$ cat config.mk
export PLATFORM = sky130hd
export DESIGN_NAME = char_list_engine
export DESIGN_NICKNAME = d
export VERILOG_FILES = /design/src/cle_pkg.sv /design/src/cle_ram.sv /design/src/char_list_engine.sv
export SDC_FILE = /design/constraint.sdc
export NUM_CORES = 1
export LEC_CHECK = 0
export ABC_AREA = 1
export BUFFER_PORTS_ARGS = -buffer_cell sky130_fd_sc_hd__buf_2
export CORE_MARGIN = 1
export CORE_UTILIZATION = 49
export CTS_BUF_LIST = sky130_fd_sc_hd__clkbuf_16
export CTS_CLUSTER_DIAMETER = 100
export CTS_CLUSTER_SIZE = 30
export DETAILED_ROUTE_END_ITERATION = 10
export GPL_TIMING_DRIVEN = 0
export SLEW_MARGIN = 20
export SYNTH_ARGS = -nofsm -noshare
export SYNTH_HDL_FRONTEND = slang
export SYNTH_SLANG_ARGS = --single-unit
$ cat constraint.sdc
create_clock -name clock -period 9.9 [get_ports clock]
set_clock_uncertainty 0.1 [all_clocks]
set_input_delay 2.475 -clock clock [delete_from_list [all_inputs] [get_ports clock]]
set_output_delay 2.475 -clock clock [all_outputs]
set_load 0.05 [all_outputs]
$ cat src/cle_pkg.sv
// Types, field widths and operation codes of the character list engine.
`timescale 1ns / 1ps

package cle_pkg;

   localparam int CAPACITY_DEFAULT = 64;

   localparam int KIND_W   = 4;
   localparam int CHAR_W   = 8;
   localparam int POS_W    = 7;
   localparam int COUNT_W  = 7;
   localparam int STATUS_W = 2;

   // Operation codes carried in the kind field
   localparam logic [KIND_W-1:0] KIND_PUSH_BACK  = 4'd0;
   localparam logic [KIND_W-1:0] KIND_PUSH_FRONT = 4'd1;
   localparam logic [KIND_W-1:0] KIND_INSERT_AT  = 4'd2;
   localparam logic [KIND_W-1:0] KIND_SORTED_INS = 4'd3;
   localparam logic [KIND_W-1:0] KIND_POP_FRONT  = 4'd4;
   localparam logic [KIND_W-1:0] KIND_POP_BACK   = 4'd5;
   localparam logic [KIND_W-1:0] KIND_REMOVE_AT  = 4'd6;
   localparam logic [KIND_W-1:0] KIND_REPLACE    = 4'd7;
   localparam logic [KIND_W-1:0] KIND_READ       = 4'd8;
   localparam logic [KIND_W-1:0] KIND_CLEAR      = 4'd9;

   // Result status codes
   localparam logic [STATUS_W-1:0] STATUS_OK    = 2'd0;
   localparam logic [STATUS_W-1:0] STATUS_RANGE = 2'd1;
   localparam logic [STATUS_W-1:0] STATUS_EMPTY = 2'd2;
   localparam logic [STATUS_W-1:0] STATUS_FULL  = 2'd3;

   typedef struct packed {
      logic [KIND_W-1:0]        kind;
      logic signed [CHAR_W-1:0] ch;
      logic [POS_W-1:0]         position;
   } req_type;

   typedef struct packed {
      logic signed [CHAR_W-1:0] data_out;
      logic [COUNT_W-1:0]       count_out;
      logic [STATUS_W-1:0]      status;
   } rsp_type;

endpackage

$ cat src/cle_ram.sv
// Generic single-clock RAM: one write port, one read port, registered read data.
`timescale 1ns / 1ps

module cle_ram #(
   parameter int WIDTH = 8,
   parameter int DEPTH = 64
) (
   input  logic                     clock,
   input  logic                     wr_en,
   input  logic [$clog2(DEPTH)-1:0] wr_addr,
   input  logic [WIDTH-1:0]         wr_data,
   input  logic [$clog2(DEPTH)-1:0] rd_addr,
   output logic [WIDTH-1:0]         rd_data
);

   logic [WIDTH-1:0] mem_ff [DEPTH];
   logic [WIDTH-1:0] rd_data_ff;

   // Write when enabled, read every cycle
   always_ff @(posedge clock) begin
      if (wr_en) begin
         mem_ff[wr_addr] <= wr_data;
      end
      rd_data_ff <= mem_ff[rd_addr];
   end

   assign rd_data = rd_data_ff;

endmodule

$ cat src/char_list_engine.sv
// Top level of the character list engine: sequencer, pointer unit and entry store.
`timescale 1ns / 1ps

// Ordered list of up to CAPACITY signed characters held in one RAM with a
// count register. One request beat is taken at a time; req_ready is high only
// while the sequencer is idle. Replace, clear, errors and unused codes go from
// the check straight to the response; push back writes with no shift. All
// else walks entries through the RAM's registered read port with a shared
// add/subtract and an incrementer, a read and a write state per entry moved
// and a read and a compare state per entry scanned: insert at p and remove at
// p (and pop front or back) shift the tail, read fetches one entry, sorted
// insert scans to the slot, then shifts the tail. A finished response sits in
// an output register, so the next request is taken while the response waits
// for rsp_ready. The store has no reset; only entries below the count are used.
module char_list_engine #(
   parameter int CAPACITY = cle_pkg::CAPACITY_DEFAULT
) (
   input  logic             clock,
   input  logic             reset,
   input  logic             req_valid,
   output logic             req_ready,
   input  cle_pkg::req_type req_data,
   output logic             rsp_valid,
   input  logic             rsp_ready,
   output cle_pkg::rsp_type rsp_data
);

   localparam int CNT_W  = $clog2(CAPACITY + 1);
   localparam int ADDR_W = $clog2(CAPACITY);
   localparam int CMP_W  = (CNT_W > cle_pkg::POS_W) ? CNT_W : cle_pkg::POS_W;

   typedef enum logic [10:0] {
      S_IDLE     = 11'b000_0000_0001,
      S_CHECK    = 11'b000_0000_0010,
      S_SCAN_RD  = 11'b000_0000_0100,
      S_SCAN_CMP = 11'b000_0000_1000,
      S_SH_RD    = 11'b000_0001_0000,
      S_SH_WR    = 11'b000_0010_0000,
      S_FETCH    = 11'b000_0100_0000,
      S_TAKE     = 11'b000_1000_0000,
      S_RM_RD    = 11'b001_0000_0000,
      S_RM_WR    = 11'b010_0000_0000,
      S_DONE     = 11'b100_0000_0000
   } state_type;

   state_type                         state_ff, state_in;
   logic [cle_pkg::KIND_W-1:0]        kind_ff, kind_in;
   logic signed [cle_pkg::CHAR_W-1:0] ch_ff, ch_in;
   logic [cle_pkg::POS_W-1:0]         pos_ff, pos_in;
   logic [CNT_W-1:0]                  count_ff, count_in;
   logic [CNT_W-1:0]                  ptr_ff, ptr_in;
   logic [CNT_W-1:0]                  tgt_ff, tgt_in;
   logic [cle_pkg::CHAR_W-1:0]        data_ff, data_in;
   logic [cle_pkg::STATUS_W-1:0]      status_ff, status_in;
   logic                              rsp_valid_ff, rsp_valid_in;
   cle_pkg::rsp_type                  rsp_ff, rsp_in;

   // Pointer unit: one add/subtract, one incrementer and the compares
   logic             ptr_down;
   logic [CNT_W-1:0] ptr_step;
   logic [CNT_W-1:0] ptr_plus;
   logic [CMP_W-1:0] pos_ext;
   logic [CMP_W-1:0] cnt_ext;
   logic             full;
   logic             empty;

   // RAM port controls
   logic                       ram_wr_en;
   logic [ADDR_W-1:0]          ram_wr_addr;
   logic [cle_pkg::CHAR_W-1:0] ram_wr_data;
   logic [ADDR_W-1:0]          ram_rd_addr;
   logic [cle_pkg::CHAR_W-1:0] ram_rd_data;

   cle_ram #(
      .WIDTH (cle_pkg::CHAR_W),
      .DEPTH (CAPACITY)
   ) u_cle_ram (
      .clock   (clock),
      .wr_en   (ram_wr_en),
      .wr_addr (ram_wr_addr),
      .wr_data (ram_wr_data),
      .rd_addr (ram_rd_addr),
      .rd_data (ram_rd_data)
   );

   assign ptr_down = (state_ff == S_SH_RD) || (state_ff == S_SH_WR);
   assign ptr_step = ptr_down ? (ptr_ff - CNT_W'(1)) : (ptr_ff + CNT_W'(1));
   assign ptr_plus = ptr_ff + CNT_W'(1);
   assign pos_ext  = CMP_W'(pos_ff);
   assign cnt_ext  = CMP_W'(count_ff);
   assign full     = (count_ff == CNT_W'(CAPACITY));
   assign empty    = (count_ff == '0);

   // Sequencer
   always_comb begin
      state_in     = state_ff;
      kind_in      = kind_ff;
      ch_in        = ch_ff;
      pos_in       = pos_ff;
      count_in     = count_ff;
      ptr_in       = ptr_ff;
      tgt_in       = tgt_ff;
      data_in      = data_ff;
      status_in    = status_ff;
      rsp_valid_in = rsp_valid_ff;
      rsp_in       = rsp_ff;
      ram_wr_en    = 1'b0;
      ram_wr_addr  = ptr_ff[ADDR_W-1:0];
      ram_wr_data  = ram_rd_data;
      ram_rd_addr  = ptr_ff[ADDR_W-1:0];

      // Drop the response once taken
      if (rsp_valid_ff && rsp_ready) begin
         rsp_valid_in = 1'b0;
      end

      unique case (state_ff)
         S_IDLE: begin
            if (req_valid) begin
               kind_in  = req_data.kind;
               ch_in    = req_data.ch;
               pos_in   = req_data.position;
               state_in = S_CHECK;
            end
         end

         S_CHECK: begin
            data_in   = '0;
            status_in = cle_pkg::STATUS_OK;
            state_in  = S_DONE;
            unique case (kind_ff) inside
               cle_pkg::KIND_PUSH_BACK: begin
                  if (full) begin
                     status_in = cle_pkg::STATUS_FULL;
                  end else begin
                     tgt_in   = count_ff;
                     ptr_in   = count_ff;
                     state_in = S_SH_RD;
                  end
               end
               cle_pkg::KIND_PUSH_FRONT: begin
                  if (full) begin
                     status_in = cle_pkg::STATUS_FULL;
                  end else begin
                     tgt_in   = '0;
                     ptr_in   = count_ff;
                     state_in = S_SH_RD;
                  end
               end
               cle_pkg::KIND_INSERT_AT: begin
                  if (pos_ext > cnt_ext) begin
                     status_in = cle_pkg::STATUS_RANGE;
                  end else if (full) begin
                     status_in = cle_pkg::STATUS_FULL;
                  end else begin
                     tgt_in   = CNT_W'(pos_ff);
                     ptr_in   = count_ff;
                     state_in = S_SH_RD;
                  end
               end
               cle_pkg::KIND_SORTED_INS: begin
                  if (full) begin
                     status_in = cle_pkg::STATUS_FULL;
                  end else begin
                     ptr_in   = '0;
                     state_in = S_SCAN_RD;
                  end
               end
               cle_pkg::KIND_POP_FRONT: begin
                  if (empty) begin
                     status_in = cle_pkg::STATUS_EMPTY;
                  end else begin
                     tgt_in   = '0;
                     state_in = S_FETCH;
                  end
               end
               cle_pkg::KIND_POP_BACK: begin
                  if (empty) begin
                     status_in = cle_pkg::STATUS_EMPTY;
                  end else begin
                     tgt_in   = count_ff - CNT_W'(1);
                     state_in = S_FETCH;
                  end
               end
               cle_pkg::KIND_REMOVE_AT, cle_pkg::KIND_READ: begin
                  if (pos_ext >= cnt_ext) begin
                     status_in = cle_pkg::STATUS_RANGE;
                  end else begin
                     tgt_in   = CNT_W'(pos_ff);
                     state_in = S_FETCH;
                  end
               end
               cle_pkg::KIND_REPLACE: begin
                  if (pos_ext >= cnt_ext) begin
                     status_in = cle_pkg::STATUS_RANGE;
                  end else begin
                     ram_wr_en   = 1'b1;
                     ram_wr_addr = ADDR_W'(pos_ff);
                     ram_wr_data = ch_ff;
                  end
               end
               cle_pkg::KIND_CLEAR: begin
                  count_in = '0;
               end
               default: begin
               end
            endcase
         end

         // Walk forward while the new character is not below the entry
         S_SCAN_RD: begin
            if (ptr_ff < count_ff) begin
               state_in = S_SCAN_CMP;
            end else begin
               tgt_in   = ptr_ff;
               state_in = S_SH_RD;
            end
         end

         S_SCAN_CMP: begin
            if (ch_ff >= $signed(ram_rd_data)) begin
               ptr_in   = ptr_step;
               state_in = S_SCAN_RD;
            end else begin
               tgt_in   = ptr_ff;
               ptr_in   = count_ff;
               state_in = S_SH_RD;
            end
         end

         // Shift the tail up one slot, then drop the character into the hole
         S_SH_RD: begin
            ram_rd_addr = ptr_step[ADDR_W-1:0];
            if (ptr_ff > tgt_ff) begin
               state_in = S_SH_WR;
            end else begin
               ram_wr_en   = 1'b1;
               ram_wr_addr = tgt_ff[ADDR_W-1:0];
               ram_wr_data = ch_ff;
               count_in    = count_ff + CNT_W'(1);
               state_in    = S_DONE;
            end
         end

         S_SH_WR: begin
            ram_wr_en = 1'b1;
            ptr_in    = ptr_step;
            state_in  = S_SH_RD;
         end

         S_FETCH: begin
            ram_rd_addr = tgt_ff[ADDR_W-1:0];
            state_in    = S_TAKE;
         end

         S_TAKE: begin
            data_in = ram_rd_data;
            ptr_in  = tgt_ff;
            if (kind_ff == cle_pkg::KIND_READ) begin
               state_in = S_DONE;
            end else begin
               state_in = S_RM_RD;
            end
         end

         // Shift the tail down one slot over the removed entry
         S_RM_RD: begin
            ram_rd_addr = ptr_plus[ADDR_W-1:0];
            if (ptr_plus < count_ff) begin
               state_in = S_RM_WR;
            end else begin
               count_in = count_ff - CNT_W'(1);
               state_in = S_DONE;
            end
         end

         S_RM_WR: begin
            ram_wr_en = 1'b1;
            ptr_in    = ptr_step;
            state_in  = S_RM_RD;
         end

         // Hand the result to the output register once it is free
         S_DONE: begin
            if (!rsp_valid_ff || rsp_ready) begin
               rsp_in.data_out  = data_ff;
               rsp_in.count_out = cnt_ext[cle_pkg::COUNT_W-1:0];
               rsp_in.status    = status_ff;
               rsp_valid_in     = 1'b1;
               state_in         = S_IDLE;
            end
         end

         default: begin
            state_in = S_IDLE;
         end
      endcase
   end

   // Control state
   always_ff @(posedge clock) begin
      if (reset) begin
         state_ff     <= S_IDLE;
         count_ff     <= '0;
         rsp_valid_ff <= 1'b0;
      end else begin
         state_ff     <= state_in;
         count_ff     <= count_in;
         rsp_valid_ff <= rsp_valid_in;
      end
   end

   // Payload and working registers
   always_ff @(posedge clock) begin
      kind_ff   <= kind_in;
      ch_ff     <= ch_in;
      pos_ff    <= pos_in;
      ptr_ff    <= ptr_in;
      tgt_ff    <= tgt_in;
      data_ff   <= data_in;
      status_ff <= status_in;
      rsp_ff    <= rsp_in;
   end

   assign req_ready = (state_ff == S_IDLE);
   assign rsp_valid = rsp_valid_ff;
   assign rsp_data  = rsp_ff;

endmodule

Yosys cells after proc, flatten, opt, wreduce, memory -nomap -nowiden
Memories as Yosys holds them, arrays and structs flattened. A register that Yosys moved wholly into a read port is not among the register bits.
Index checks and enable logic that the tools add are counted.
Widths: inputs -> output; s select.

cells by class
  add/subtract/negate cells = 4
  order comparisons = 6
  equality and inequality tests = 38
  muxes and demuxes = 59
  reduce and logical (&&, ||, !) cells = 22

operators by type and width
  operator              count
  $pmux 11 s11          1
  $mux 7                16
  $mux 11               10
  $pmux 7 s3            3
  $pmux 11 s5           1
  $pmux 7 s6            1
  $pmux 8 s2            2
  $pmux 7 s4            1
  $mux 8                3
  $ne 3x3->1 const B    8
  $mux 6                3
  $pmux 6 s3            1
  $eq 4x3->1 const B    4
  $add 7x1->7 const B   2
  $gt 7x7->1            2
  $lt 7x7->1            2
  $ne 2x2->1 const B    7
  $sub 7x1->7 const B   2
  $pmux 6 s2            1
  $eq 11x1->1 const B   1
  $eq 11x10->1 const B  1
  $eq 11x11->1 const B  1
  $eq 11x2->1 const B   1
  $eq 11x3->1 const B   1
  other kinds (32)      54

storage, ports and cells
  register bits = 79
  memory bits (writable) = 512
  output and inout port bits = 19
  word-level logic and storage cells = 143
  memories kept = 1

memory list
  name              words  width  read ports  clocked after Yosys merged registers in  write ports  RTL line       text
  u_cle_ram.mem_ff  64     8      1           1                                        1            cle_ram.sv:16  logic [WIDTH-1:0] mem_ff [DEPTH];

Depth between registers and ports, before layout
  depth in word-level cells = 6
  mapped depth = 17
  mapped depth without buffers = 16

Cells and area by module
Synthesis repeated with hierarchy kept, for this count alone.

second synthesis, totals
  cells, all modules = 2517
  area total of the unflattened synthesis = 26853.3 sq um

by module, submodules not included
  module            instances  cells an instance  area each (sq um)  sequential area each (sq um)
  cle_ram           1          1805               21339.2            15534.9
  char_list_engine  1          712                5514.0             2182.1

Worst setup path after synthesis
OpenSTA, ideal clock, no wires.

  path kind = flip-flop to flip-flop
  from = reg count_ff[4] (netlist: cnt_ext[4])
  to = mem u_cle_ram.mem_ff[0][6] (data pin)
  library setup time = 0.701 ns
  data arrival time = 4.460 ns
  required time = 9.099 ns
  slack = 4.638 ns
  cell stages (with the launch flop) = 13
  path buffers = 1
  cell sequence = dfxtp_1 -> clkbuf_1 -> inv_1 -> ha_1 -> a21oi_1 -> nor2_1 -> a211oi_1 -> nand3_1 -> inv_1 -> nand2_2 -> nand2_4 -> inv_2 -> o21ai_0

between the ends
  longest elaborated chain between the ends = 4

RTL lines
  item                       RTL line                 text
  from (decl)                char_list_engine.sv:50   logic [CNT_W-1:0] count_ff, count_in;
  from (signal assigned)     char_list_engine.sv:308  count_ff <= count_in;
  $ge 7x7->1                 char_list_engine.sv:194  if (pos_ext >= cnt_ext) begin
  $mux 8                     char_list_engine.sv:194
  $mux 8                     char_list_engine.sv:131  unique case (kind_ff) inside
  $pmux 8 s2                 char_list_engine.sv:117  unique case (state_ff)
  net ram_wr_data (one bit)  char_list_engine.sv:70   logic [cle_pkg::CHAR_W-1:0] ram_wr_data;
  to (decl)                  cle_ram.sv:16

The timed path passes the listed nets, and every way through them passes these cells.

Worst setup path after layout
  from = reg count_ff[4] (netlist: cnt_ext[4])
  to = mem u_cle_ram.mem_ff[35][6] (enable)

between the ends
  longest elaborated chain between the ends = 6

RTL lines
  item                          RTL line                 text
  $ge 7x7->1 *                  char_list_engine.sv:194
  $mux 1                        char_list_engine.sv:194
  $mux 1                        char_list_engine.sv:131
  $pmux 1 s3                    char_list_engine.sv:117
  $mux 1                        cle_ram.sv:21            if (wr_en) begin
  $mux 1 (implied by the code)  cle_ram.sv:22            mem_ff[wr_addr] <= wr_data;

Every way passes the cells marked *; elsewhere a longest branch is shown, timed or not.

==> impl_metrics.tcl <==
set metrics [dict create \
    status "complete, no violations" \
    start_util_pct 49.80 \
    fmax_ghz 0.1906 \
    rows 87 \
    vias 20777 \
    finalHoldViolations 0 \
    cts-resized-gates 0 \
    core_area_um2 56600 \
    fin_tns_setup_ns 0 \
    drt_first_pass_iters 8 \
    syn_nets 2767 \
    post-route-util_pct 54.49 \
    cp_max_fo 10 \
    min_period_over_period_pct 52.98 \
    vdd_drop_max_mv 0.1526 \
    root_buffer "clkbuf_16" \
    areaGrowthSynthToFinish_pct 9.428 \
    die_y_um 241.8 \
    start_kind "flop" \
    synth_cells 2705 \
    tightest_slew_ns 1.214 \
    hold_path.class "reg -> reg" \
    synth_edf_count 572 \
    dp_hpwl_um 66000 \
    viasPerCell 5.823 \
    cts_sinks 599 \
    fin_cells 3568 \
    grt.overflow.total 0 \
    nFillCells 5050 \
    worstPathRequired_ns 10.06 \
    multi_input_area_um2 8369 \
    crit_type "reg -> reg" \
    synthTopCellsByArea "edfxtp_1 (61%), nand3_1 (10%), nand2_1 (5.8%)" \
    syn_area_um2 28190 \
    gp_congestion 0.9472 \
    crit_chain "clkbuf_1 -> inv_1 -> ha_1 -> a21oi_1 -> nor2_1 -> a211oi_1 -> nand3_1 -> inv_1 -> nand2_2 -> nand2_4 -> inv_2 -> a21oi_1 -> nand4_1 -> nor2_1" \
    grt_pass1_vias 19636 \
    cts-buffers-inserted 25 \
    critPathArrivalTime_ns 5.41 \
    htree_levels 1 \
    yosysMostFrequentCell "nand3_1" \
    ys_types 48 \
    cpMaxStageDelayCell "nor2_1" \
    cap_violations 0 \
    dieArea_um2 58490 \
    regArea_um2 17720 \
    ant_nets 0 \
    synthArstFlopShare_pct 0 \
    slew_headroom_pct 18.76 \
    place_worst_setup_slack_ns 4.993 \
    rsz0062_at_grt "no" \
    cts_tree "yes" \
    io_buffers 41 \
    drc 0 \
    clk_pin_slew_ns 0.11 \
    post_drt_wl_per_cell_um 25.37 \
    fin_nets 2861 \
    insertion_delay_ns 0.64 \
    hold_buffers 0 \
    antenna_found_initial 1 \
    drv_slew 0 \
    layout-drive-gt1-share_pct 10.42 \
    grt_max_degree 32 \
    fin_ws_ns 4.655 \
    yosys_warnings 0 \
    cts_setup_buffers 0 \
    total_power_mw 4.325 \
    synthFlopType "edfxtp_1" \
    max_stage_delay_ns 1.08 \
    drtIter0Drc 2674 \
    avgSynthCellArea_um2 10.42 \
    synth_seq_area_share_pct 62.86 \
    setup_viol 0 \
    power_leakage_nw 12.18 \
    placedCellCount 3528 \
    yosysTopAreaCell "edfxtp_1" \
    ctsLongestPathBuffers 3 \
    grt_pass1_wl_um 131400 \
    period_needed_ns 5.245 \
    end_kind "flop" \
    grt_use_total_pct 30.76 \
    io-pin-count 42 \
    p_per_area_nw_per_um2 140.2 \
    netlist.area_leader.share_pct 60.94 \
    routed_wl_um 90520 \
    die_w_um 241.8 \
    ys_ff_latch 599 \
    netlist_top_cells_count "nand3_1 (581), edfxtp_1 (572), nand2_1 (435), inv_1 (381), nand3b_1 (179)" \
]
## cells by family after synthesis
logic type / Yosys count / share of synthesized area (%)
AOI/OAI and AO/OA: 123 / 2.708
DFF: 599 / 62.86
buffers and inverters: 534 / 7.888
and+or+nand+nor: 1393 / 24.29
adders and majority gates: 39 / 1.731
xor gates and xnor gates: 17 / 0.5283
## power by group
group	total (mW)	internal [mW]	switching, mW
Combinational	0.227	0.0701	0.157
Clock	1.31	0.503	0.811
Sequential	2.78	2.77	0.00932
## metrics by stage
stage	cell area (um2)	hold slack, ns
2_1_floorplan	28190	0.3003
3_3_place_gp	29340	0.3008
3_5_place_dp	30080	0.3054
4_1_cts	30830	0.3313
5_1_grt	30840	0.3371
6_report	30840	0.3300
## cell usage in the layout, fill, tap and decap left out, types with 8 or more instances in the layout
master | netlist | final
a21oi_1 | 24 | 24
a22oi_1 | 10 | 10
buf_16 | 0 | 20
buf_2 | 110 | 152
buf_4 | 19 | 20
clkbuf_1 | 13 | 13
clkbuf_16 | 0 | 25
dfxtp_1 | 27 | 27
edfxtp_1 | 572 | 572
ha_1 | 39 | 39
inv_1 | 381 | 384
inv_2 | 8 | 8
nand2_1 | 435 | 435
nand2_2 | 9 | 9
nand3_1 | 581 | 581
nand3b_1 | 179 | 179
nand4_1 | 14 | 14
nor2_1 | 135 | 127
nor2_2 | 3 | 11
nor3_1 | 15 | 15
o211ai_1 | 10 | 10
o21ai_0 | 40 | 32
o21ai_4 | 0 | 8
o22ai_1 | 14 | 14
xor2_1 | 14 | 14
## path summary, 6_finish.rpt
| path | startpoint | end | slack, ns | cells past startpoint |
|---|---|---|---|---|
| max | cnt_ext[4] | u_cle_ram.mem_ff[35][6] | 4.65 | 14 |
| min | data_ff[1] | rsp_data[10] | 0.33 | 0 |
| max reg2reg | cnt_ext[4] | u_cle_ram.mem_ff[35][6] | 4.65 | 14 |
| min reg2reg | data_ff[1] | rsp_data[10] | 0.33 | 0 |
## registers in the layout, summed over array words and instances (netlist names), 8 cells and up
register,count
u_cle_ram.mem_ff,512
rsp_data,17
state_ff,11
ch_ff,8
data_ff,8
u_cle_ram.rd_data,8
## layer usage
layer	vias up	part of all wire [%]	GRT usage, %
li1	9448	-	-
met1	10116	43	44.48
met2	1026	44	47.31
met3	185	9.4	5.250
met4	2	3.9	9.866
met5	-	0.014	0
## worst max-delay path: cells and delay by family (launching register included)
family | cells | cell delay [ns]
buf+inv | 4 | 0.91
compound gates | 3 | 0.73
fa+ha+maj | 1 | 0.36
simple gates | 6 | 2.43
flops | 1 | 0.35
## final cells by class
type                            instances  share of cell area [%]
Tap cell                              756                   3.067
Sequential cell                       599                   57.44
Inverter                              390                   4.754
Clock inverter                         14                  0.4097
Clock buffer                           25                   2.028
Antenna cell                            1                0.008113
Multi-Input combinational cell       1572                   27.13
Timing Repair Buffer                   67                   2.706
Buffer                                144                   2.454
(Power assumes the default switching activity.)
